## config.mk

```make
export PLATFORM = sky130hd
export DESIGN_NAME = ssh_ram
export DESIGN_NICKNAME = d
export VERILOG_FILES = /design/src/hdl/server_selector_with_session_hold_macros.svh /design/src/hdl/ssh_ram.sv
export SDC_FILE = /design/constraint.sdc
export NUM_CORES = 2
export LEC_CHECK = 0
export BUFFER_PORTS_ARGS = -buffer_cell sky130_fd_sc_hd__buf_2
export CORE_MARGIN = 2
export CORE_UTILIZATION = 37
export CTS_BUF_LIST = sky130_fd_sc_hd__clkbuf_4
export DETAILED_ROUTE_END_ITERATION = 10
export SETUP_SLACK_MARGIN = 0.02
export SKIP_CTS_REPAIR_TIMING = 1
export SLEW_MARGIN = 20
export SYNTH_ARGS = -nofsm -noshare
export SYNTH_HDL_FRONTEND = slang
export SYNTH_SLANG_ARGS = --single-unit
```

## constraint.sdc

```tcl
create_clock -name clk -period 5.2 [get_ports clk]
set_input_delay 1.04 -clock clk [delete_from_list [all_inputs] [get_ports clk]]
set_output_delay 1.04 -clock clk [all_outputs]
set_load 0.005 [all_outputs]
```

## src/hdl/server_selector_with_session_hold_macros.svh

```systemverilog
// Assertion macros for the server selector with session hold.
`ifndef SERVER_SELECTOR_WITH_SESSION_HOLD_MACROS_SVH
`define SERVER_SELECTOR_WITH_SESSION_HOLD_MACROS_SVH
`ifndef SYNTHESIS
// Checks that a condition implies another one in the same cycle.
`define SSH_ASSERT_NOW(lbl, clk, rst_n, ante, cons) \
  lbl: assert property (@(posedge clk) disable iff (!rst_n) (ante) |-> (cons)) \
    else $error("server selector check failed");
// Checks that a condition implies another one in the next cycle.
`define SSH_ASSERT_NEXT(lbl, clk, rst_n, ante, cons) \
  lbl: assert property (@(posedge clk) disable iff (!rst_n) (ante) |=> (cons)) \
    else $error("server selector check failed");
`else
`define SSH_ASSERT_NOW(lbl, clk, rst_n, ante, cons)
`define SSH_ASSERT_NEXT(lbl, clk, rst_n, ante, cons)
`endif
`endif

```

## src/hdl/ssh_ram.sv

```systemverilog
// Generic RAM with one write port and one registered read port.
`default_nettype none
module ssh_ram #(
  parameter int WIDTH = 32,
  parameter int DEPTH = 64
) (
  input  wire logic                     clk,
  input  wire logic                     we,
  input  wire logic [$clog2(DEPTH)-1:0] waddr,
  input  wire logic [WIDTH-1:0]         wdata,
  input  wire logic [$clog2(DEPTH)-1:0] raddr,
  output logic      [WIDTH-1:0]         rdata
);
  logic [WIDTH-1:0] mem [DEPTH];

  always_ff @(posedge clk) begin
    if (we) begin
      mem[waddr] <= wdata;
    end
    rdata <= mem[raddr];
  end
endmodule
`default_nettype wire

```

Word level (Yosys, flattened, before mapping)
Memory sizes are Yosys's and may differ from the RTL's. A register that Yosys moved wholly into a read port is not among the register bits.
Index checks and enable logic that the tools add are counted.
{"block": "classes", "n_mux": 2}
{"operator": "$mux 1", "count": 2}
{"block": "word_totals", "register_bits": 0, "ramBits": 2048, "in_bits": 46, "output_inout_bits": 32, "mem_count": 1}
{"name": "mem", "words": 64, "word_bits": 32, "rd": 1, "rd_clocked_by_memory_dff": 1, "wr": 1, "line_no": "ssh_ram.sv:14", "source": "logic [WIDTH-1:0] mem [DEPTH];"}

Depth between registers and ports, before layout
{"block": "depth", "ltp_word": 2, "mapped_depth": 10, "ltp_nobuf": 5}

Worst setup path after synthesis
No wires, ideal clock.
{"block": "synth_timing", "path_type": "in2reg", "from": "in waddr[3]", "to": "mem mem[48][0], enable pin", "t_arrival_ps": 3739, "required_time_ps": 4739, "slack_ps": 1000, "path_stages": 4, "path_buffers": 1, "path_cell_list": "clkbuf_1 nor2b_1 nand4b_1 nor3_1"}
{"item": "from (decl)", "line_no": "ssh_ram.sv:9", "source": "input wire logic [$clog2(DEPTH)-1:0] waddr,"}
{"item": "to (decl)", "line_no": "ssh_ram.sv:14"}
Straight into the memory's write port.

Worst setup path in the final report
{"block": "layout_timing", "from": "reg rdata[5] (read register of mem)", "to": "out rdata[5]"}
{"item": "from (decl)", "line_no": "ssh_ram.sv:12", "source": "output logic [WIDTH-1:0] rdata"}
No word-level cell between the ends.

==> metrics.txt <==
Worst Path Buf+Inv 1; Clock transition at path regs 70 ps; async set-reset flop share out of synthesis 0%; count leader, synth edfxtp_1; Pleak 28.7 nW; Layout area overhead 15.2%; fmax 310 MHz; top_reg_cell synth edfxtp_1; share of cells above drive strength 1 39.3%; CP Class reg2out; I/O pin total 78; CP Data Required Time 4160 ps; number of DRC markers in iteration 0 a little under 4000; reg-to-reg slack, setup 2780 ps; CTS tree built; largest fanout on the critical path 1; H-tree depth 6; Mapped Area 78500 um2; gr usage total 19.0%; Worst Path Arrival 2180 ps; maximum root-to-sink buffer count 4; Top delay family on crit path flip-flops; initial antenna violation count 14; Max stage delay cell, worst path dfxtp_1; worst slew pin tran about 1000 ps; Finished Cell Area 90500 um2; status finished, final reports clean; Crit path largest cell delay 620 ps; Cell Area, Placed 83700 um2; Reg area 62100 um2; dpl hpwl 117 mm; Port Buffers 77; Hold/Removal Path Class in2reg; Synth Area in Adders 0%; slew margin rel. a little under a third; cts bufs inserted 555; Clock Skews 86.4 ps; CP endpoint kind output port; number of global-route vias before repair 40380; worst-path cell chain buf_2; Die ar. 216000 um2; DRT Pass-1 Iters 5; GP Congestion 0.799; Die Ht 465 um; WL per Instance approximately 29 um; multi-input logic area 16000 um2; yosys warns 0; Slew Viols, Final 0; Layout Nets 3992; Post-synth EDFFs 2048; first-pass GRT wire length 292 mm; final setup vio count 0; clk_lat worst skew 1350 ps; final wirelength slightly above 200 mm; setup_tns 0 ps; Yosys reg bits approximately 2100; Hold WS 235 ps; final worst path period share 62.0%; FILL cells about 18000; Synth area leader edfxtp_1; largest family of logic cells by synthesized area multiplexers; final setup margin 1980 ps; drt drc 0; simple-gate share of the synthesized area ~1.3%; Initial Utilization 37.1%; Synth cell types 34; mux share of post-synthesis cell area between 10% and 20%; Post-Synth XOR/XNOR Area 0%; PwrDens 379 nW/um2; synthesized net count 3370; Synth top area share about four fifths; largest net degree at the start of global routing between 70 and 80; register area share after synthesis 79.1%; MaxCap Viol Count 0; Synth top cells by count edfxtp_1 (2048), mux4_2 (544), nor2_1 (137), mux2i_1 (93), o22ai_1 (84); GRT overflow 0; antenna-violating nets left 0; Synth Instances 3324; maximum VDD drop ~160 uV; crit path time final 3220 ps; Fin. Hold Viols 0; Setup crit start kind flop; pre-CTS setup slack 837 ps; Placement Rows 169; average via count per standard cell 5.44; Clock Tree Root clkbuf_4; Core Footprint 211000 um2; clk sinks 2080; via count 38920; synthesized area per cell 23.6 um2; RSZ-0062 raised after global routing no; compound-gate portion of the synthesized area approximately 1.7%; Die Wd between 400 and 500 um; Synth area leaders edfxtp_1 (78%), mux4_2 (16%), mux2i_1 (1.2%), dfxtp_1 (0.82%), o22ai_1 (0.67%)
worst paths after layout:
path / startpoint / to / depth (start not counted)
setup / recovery: rdata[5] / rdata[5] / 1
hold / removal: wdata[30] / mem[34][30] / 1
setup reg to reg: mem[15][30] / rdata[30] / 4
hold reg to reg: mem[12][4] / rdata[4] / 4
routing by layer:
metal	track usage [%]	vias up	wire length, um
met5	0	-	40
met1	25.7	20898	84100
met2	30.3	1818	100000
met3	4.32	299	16600
met4	6.79	6	5650
li1	-	15899	-
cells in the final DEF (no fill, tap or decap), types with 32 or more instances in the layout:
cell type and instances:
buf_2 63, clkinv_1 102, a21oi_1 62, nor2_1 75, dfxtp_1 32, mux2i_1 93
buf_4 151, nor2_4 62, clkbuf_4 790, edfxtp_1 2048, o22ai_1 84, mux4_2 544
registers in the layout (all words and copies together) (netlist names):
signal,count
mem,2048
rdata,32
metrics by stage:
step           power (mW)  util, %  std cells
6_report             34.3     42.8       7159
5_1_grt              35.6     42.8       7157
4_1_cts              34.7     42.8       7151
3_5_place_dp         20.8     39.6       6210
3_3_place_gp         20.7     39.6       6210
2_1_floorplan        19.9        -       3324
cells by family (layout without fill, tap and decap cells):
logic type,count (synthesis),count (layout)
other,0,8
and+or+nand+nor,223,223
muxes,637,637
buffers and inverters,182,1188
AOI/OAI and AO/OA,202,202
DFF,2080,2080
power by group:
part	total (mW)	internal, mW	switching, mW	leakage [nW]
registers	18.7	18.6	0.0952	18.7
logic	1.71	0.638	1.07	5.97
clock network	13.9	7.37	6.56	4.07
total	34.3	26.6	7.73	28.7
layout make-up:
type	count	share of cell area, %
Clock inverter	151	0.889
Multi-Input combinational cell	1062	17.7
Tap cell	2821	3.90
Sequential cell	2080	68.7
Timing Repair Buffer	247	2.31
Clock buffer	790	6.55
Antenna cell	8	0.0221
Power figures use the tool's default switching activity.
