$ cat config.mk
export PLATFORM = sky130hd
export DESIGN_NAME = ssh_cmp
export DESIGN_NICKNAME = d
export VERILOG_FILES = /design/src/hdl/server_selector_with_session_hold_macros.svh /design/src/hdl/ssh_pkg.sv /design/src/hdl/ssh_cmp.sv
export SDC_FILE = /design/constraint.sdc
export NUM_CORES = 1
export LEC_CHECK = 0
export BUFFER_PORTS_ARGS = -buffer_cell sky130_fd_sc_hd__buf_2
export CAP_MARGIN = 25
export CORE_MARGIN = 2
export CORE_UTILIZATION = 23
export DETAILED_ROUTE_END_ITERATION = 16
export PLACE_DENSITY = 0.51
export SLEW_MARGIN = 0
export SYNTH_ARGS = -nofsm -noshare
export SYNTH_HDL_FRONTEND = slang
export SYNTH_SLANG_ARGS = --single-unit
$ cat constraint.sdc
create_clock -name vclk -period 12.4
set_input_delay 1.86 -clock vclk [all_inputs]
set_output_delay 1.86 -clock vclk [all_outputs]
set_load 0.005 [all_outputs]
$ cat src/hdl/server_selector_with_session_hold_macros.svh
// Assertion macros for the server selector with session hold.
`ifndef SERVER_SELECTOR_WITH_SESSION_HOLD_MACROS_SVH
`define SERVER_SELECTOR_WITH_SESSION_HOLD_MACROS_SVH
`ifndef SYNTHESIS
// Checks that a condition implies another one in the same cycle.
`define SSH_ASSERT_NOW(lbl, clk, rst_n, ante, cons) \
  lbl: assert property (@(posedge clk) disable iff (!rst_n) (ante) |-> (cons)) \
    else $error("server selector check failed");
// Checks that a condition implies another one in the next cycle.
`define SSH_ASSERT_NEXT(lbl, clk, rst_n, ante, cons) \
  lbl: assert property (@(posedge clk) disable iff (!rst_n) (ante) |=> (cons)) \
    else $error("server selector check failed");
`else
`define SSH_ASSERT_NOW(lbl, clk, rst_n, ante, cons)
`define SSH_ASSERT_NEXT(lbl, clk, rst_n, ante, cons)
`endif
`endif

$ cat src/hdl/ssh_pkg.sv
// Shared constants, codes and types of the server selector with session hold.
`default_nettype none
package ssh_pkg;
  localparam int SERVERS  = 8;
  localparam int SESSIONS = 64;
  localparam int SRV_IW   = $clog2(SERVERS);
  localparam int SRV_CW   = $clog2(SERVERS + 1);
  localparam int SESS_IW  = $clog2(SESSIONS);
  localparam int SESS_CW  = $clog2(SESSIONS + 1);

  localparam logic [2:0]  MISS_LIMIT    = 3'd4;
  localparam logic [2:0]  MISS_SAT      = 3'd7;
  localparam logic [15:0] TIMEOUT_RESET = 16'd30;
  localparam logic [31:0] SPEED_MAX     = 32'hFFFF_FFFF;

  localparam logic [1:0] M_REQUEST   = 2'd0;
  localparam logic [1:0] M_HEARTBEAT = 2'd1;
  localparam logic [1:0] M_ROUND_END = 2'd2;
  localparam logic [1:0] M_LOAD      = 2'd3;

  localparam logic [1:0] POL_WRR  = 2'd1;
  localparam logic [1:0] POL_FAST = 2'd2;

  localparam logic [1:0] HOLD_SRC = 2'd1;
  localparam logic [1:0] HOLD_USR = 2'd2;

  localparam logic [1:0] ST_OK        = 2'd0;
  localparam logic [1:0] ST_NO_SERVER = 2'd1;
  localparam logic [1:0] ST_HELD_GONE = 2'd2;
  localparam logic [1:0] ST_SESS_FULL = 2'd3;

  localparam logic [1:0] CFG_POLICY  = 2'd0;
  localparam logic [1:0] CFG_HOLD    = 2'd1;
  localparam logic [1:0] CFG_TIMEOUT = 2'd2;

  typedef enum logic [1:0] {
    CMP_EQ,
    CMP_LT,
    CMP_AGE
  } cmp_op_t;

  typedef enum logic [3:0] {
    S_IDLE,
    S_DISPATCH,
    S_SESS_RD,
    S_SESS_CMP,
    S_FIND,
    S_PICK,
    S_MIN,
    S_SESS_WR,
    S_COMPACT,
    S_EXP_RD,
    S_EXP_CMP,
    S_DONE
  } state_t;

  typedef struct packed {
    logic [31:0] key;
    logic [31:0] server;
    logic [31:0] stamp;
  } sess_word_t;
endpackage
`default_nettype wire

$ cat src/hdl/ssh_cmp.sv
// Shared 32-bit compare unit: equality, less-than and session age test.
`default_nettype none
module ssh_cmp (
  input  wire ssh_pkg::cmp_op_t op,
  input  wire logic [31:0]      a,
  input  wire logic [31:0]      b,
  input  wire logic [15:0]      limit,
  output logic                  flag
);
  logic [31:0] diff;

  assign diff = a - b;

  always_comb begin
    unique case (op)
      ssh_pkg::CMP_EQ:  flag = (a == b);
      ssh_pkg::CMP_LT:  flag = (a < b);
      ssh_pkg::CMP_AGE: flag = (diff >= {16'd0, limit});
      default:          flag = 1'b0;
    endcase
  end
endmodule
`default_nettype wire

**After elaboration in Yosys (flattened, before gate mapping)**

Cells that the tools add are included.

- $add $sub $neg: 1
- Order comparisons: 2
- Equality and inequality tests: 3
- Muxes and demuxes: 1
- Reductions and logical operators: 1

Operator list:

| operator | count |
|---|---|
| $eq 32x32->1 | 1 |
| $ge 32x16->1 | 1 |
| $lt 32x32->1 | 1 |
| $sub 32x32->32 | 1 |
| $pmux 1 s3 | 1 |
| $eq 2x1->1 const B | 1 |
| $eq 2x2->1 const B | 1 |
| $logic_not 2->1 | 1 |

- Flip-flop bits (word level): 0
- Output and inout port bits: 1
- Logic and storage cells: 8

**Logic depth before layout (Yosys ltp)**

- Depth in word-level cells: 3
- Mapped depth: 20
- Gate-level depth less buffers: 20

**Worst setup path before layout**

Ideal clock, no wire load.

- Kind: input port to output port
- Start: in b[3]
- End: out flag
- Data arrival time: 5.373 ns
- Path slack: 5.167 ns
- Stages: 18
- Path through: inv_1 > ha_1 > nand2_1 > a211oi_1 > nor2_1 > o31ai_1 > a21boi_0 > xnor2_1 > ha_1 > a21oi_1 > nor2b_1 > o21ai_0 > o311ai_1 > or4_1 > nor4_4 > nand3_1 > nor4_1 > a41oi_1

- Longest elaborated chain between the ends: 3

RTL lines:

| element | line | RTL |
|---|---|---|
| start, declared | ssh_cmp.sv:6 | `input wire logic [31:0] b,` |
| $sub 32x32->32 | ssh_cmp.sv:12 | `assign diff = a - b;` |
| $ge 32x16->1 | ssh_cmp.sv:18 | `ssh_pkg::CMP_AGE: flag = (diff >= {16'd0, limit});` |
| $pmux 1 s3 (*) | ssh_cmp.sv:15 | `unique case (op)` |
| end, declared | ssh_cmp.sv:8 | `output logic flag` |

Every way passes the cells marked *; elsewhere a longest branch is shown, timed or not.

**Worst setup path in the final report**

- Start: in b[4]
- End: out flag

The elaborated chain is that of the path after synthesis.

==> results_dict.tcl <==
set metrics [dict create \
    fmax_ghz 0.1241 \
    status "finished clean" \
    timing.hold.ws_ns 4.113 \
    boundaryPins 83 \
    power_leakage_nw 1.605 \
    crit_type "in2out" \
    synth_top_area_share_pct 22.84 \
    period_minus_slack_ns 8.059 \
    area_growth_pct 19.12 \
    finalSetupTns_ns 0 \
    setup_ws_ns 4.341 \
    postCtsSetupRepairBufs 0 \
    place_congestion 0.8533 \
    register_area_um2 0 \
    core_mm2 0.01127 \
    wl_per_cell_um 14.26 \
    grt_start_max_net_pins 13 \
    syn_inst 386 \
    final_cells 596 \
    critical_path_arrival_ns 6.20 \
    path_max_fanout 6 \
    grt_pass1_wl_mm 14.01 \
    fin_area_mm2 0.003133 \
    synth.avg_cell_area_um2 6.814 \
    yosys.area.top_type "ha_1" \
    synthTopCellsByArea "ha_1 23%, inv_1 8.4%, a21oi_1 5.3%, nand2_1 4.0%, nor2_1 3.4%" \
    crit_path_start_kind "input port" \
    slew_headroom_pct 57.99 \
    clockBufferCount 0 \
    synth_cell_types 67 \
    numPortBuffers 83 \
    synthesis.nets 517 \
    dr.pass1.iters 4 \
    antenna_found_initial 0 \
    wl_mm 8.496 \
    power_per_cell_area_mw_per_mm2 50.28 \
    dp_slack_ns 4.410 \
    drtIter0Drc 152 \
    dpl_cell_area_mm2 0.003133 \
    setup_viol 0 \
    maxSlewViolCount 0 \
    synth.cell_area_mm2 0.002630 \
    yosysSeqAreaShare_pct 0 \
    grt_util_all_layers_pct 13.28 \
    postCtsResizedCells 0 \
    fin_crit_sh_pct 64.99 \
    yosysWarnings 0 \
    nNetsFinal 586 \
    overflow 0 \
    cts_hold_buf 0 \
    die_width_um 110.9 \
    start_util_pct 23.33 \
    worst_pin_slew_ns 0.6247 \
    maxCapViolCount 0 \
    vdd_ir_drop_max_mv 0.01441 \
    hold_class "in2out" \
    cp_data_required_time_ns 10.54 \
    via_per_inst 4.955 \
    vias 2953 \
    grt_pass1_vias 2873 \
    antenna_left 0 \
    synth.most_common_cell "inv_1" \
    hold_violations 0 \
    critPathCaptureType "primary output" \
    placed_cells 596 \
    drcViolationCount 0 \
    n_fill_cell 1277 \
    ys_top_cells_by_count "59 x inv_1, 48 x ha_1, 28 x a21oi_1, 28 x nand2_1, 24 x nor2_1" \
    rsz0062_at_grt "false" \
    num_antenna_cells 0 \
    dpl.hpwl_mm 7.546 \
    num_rows 39 \
    seq_cells 0 \
    die_y_um 110.9 \
    drive_gt1_share_pct 21.41 \
    die_area_mm2 0.01231 \
]
-- where the power goes --
part | switching [mW] | total, mW | internal, mW
combinational | 0.0903 | 0.158 | 0.0672
sequential | 0 | 0 | 0
clock | 0 | 0 | 0
total | 0.0903 | 0.158 | 0.0672
-- cells by family (layout without fill, tap and decap cells) --
group	after synthesis	in the layout	share of synthesized area, %
buffers and inverters	75	142	11.89
muxes	1	1	0.3806
adders and majority gates	49	49	23.60
and+or+nand+nor	119	119	24.36
xor gates and xnor gates	17	17	5.662
AOI/OAI and AO/OA	125	125	34.11
-- worst max-delay path: stages --
cell	delay, ns
buf_2	0.08
inv_1	0.03
ha_1	0.37
nand2_1	0.10
a211oi_1	0.39
nor2_1	0.15
o31ai_1	0.59
a21boi_0	0.22
xnor2_1	0.17
ha_1	0.29
a21oi_1	0.14
nor2b_1	0.05
o21ai_0	0.15
o311ai_1	0.11
or4_1	0.58
nor4_4	0.15
nand3_1	0.10
nor4_1	0.30
a41oi_1	0.19
buf_2	0.16
-- worst paths after layout --
kind                  slack [ns]  endpoint  cells after the start  start
worst min-delay path        4.11      flag                      4  op[0]
worst max-delay path        4.34      flag                     20   b[4]
-- routing by layer --
| metal | vias to the layer above | track usage [%] | routed length [µm] |
|---|---|---|---|
| li1 | 1545 | - | - |
| met1 | 1335 | 19.25 | 4228 |
| met2 | 69 | 22.82 | 3898 |
| met3 | 4 | 0.7108 | 329 |
| met4 | 0 | 0.6667 | 39 |
| met5 | - | 0 | 0 |
-- layout make-up --
class | instances | area, µm² | area share [%]
inverters | 59 | 221.5 | 7.069
multi-input cells | 311 | 2317 | 73.96
well taps | 143 | 178.9 | 5.711
repair buffers | 83 | 415.4 | 13.26
-- stage by stage --
stage	total power, mW	util, %
floorplan	0.1143	-
global placement	0.1568	27.79
detailed placement	0.1576	27.79
CTS	0.1586	27.79
global route	0.1774	27.79
finish	0.1575	27.79
-- placed cells by master (no fill, tap or decap), types with 2 or more instances in the layout --
cell type / instances
buf_2: 83
inv_1: 59
ha_1: 48
a21oi_1: 28
nand2_1: 28
nor2_1: 24
o21ai_0: 17
nand3_1: 13
a21o_1: 10
xnor2_1: 9
nand4_1: 9
xor2_1: 8
nand2b_1: 7
a211oi_1: 7
and3_1: 7
o211ai_1: 7
a31oi_1: 6
nor2b_1: 5
o22ai_1: 5
o21a_1: 4
a21oi_2: 4
nor4_1: 4
and2_1: 3
o211a_1: 3
o21ai_1: 3
a41oi_1: 3
nor3_1: 3
nor3b_1: 3
a2111o_1: 2
o31ai_1: 2
a211oi_2: 2
o21bai_1: 2
and4b_1: 2
or4_1: 2
o2111ai_1: 2
(Power assumes the default switching activity.)
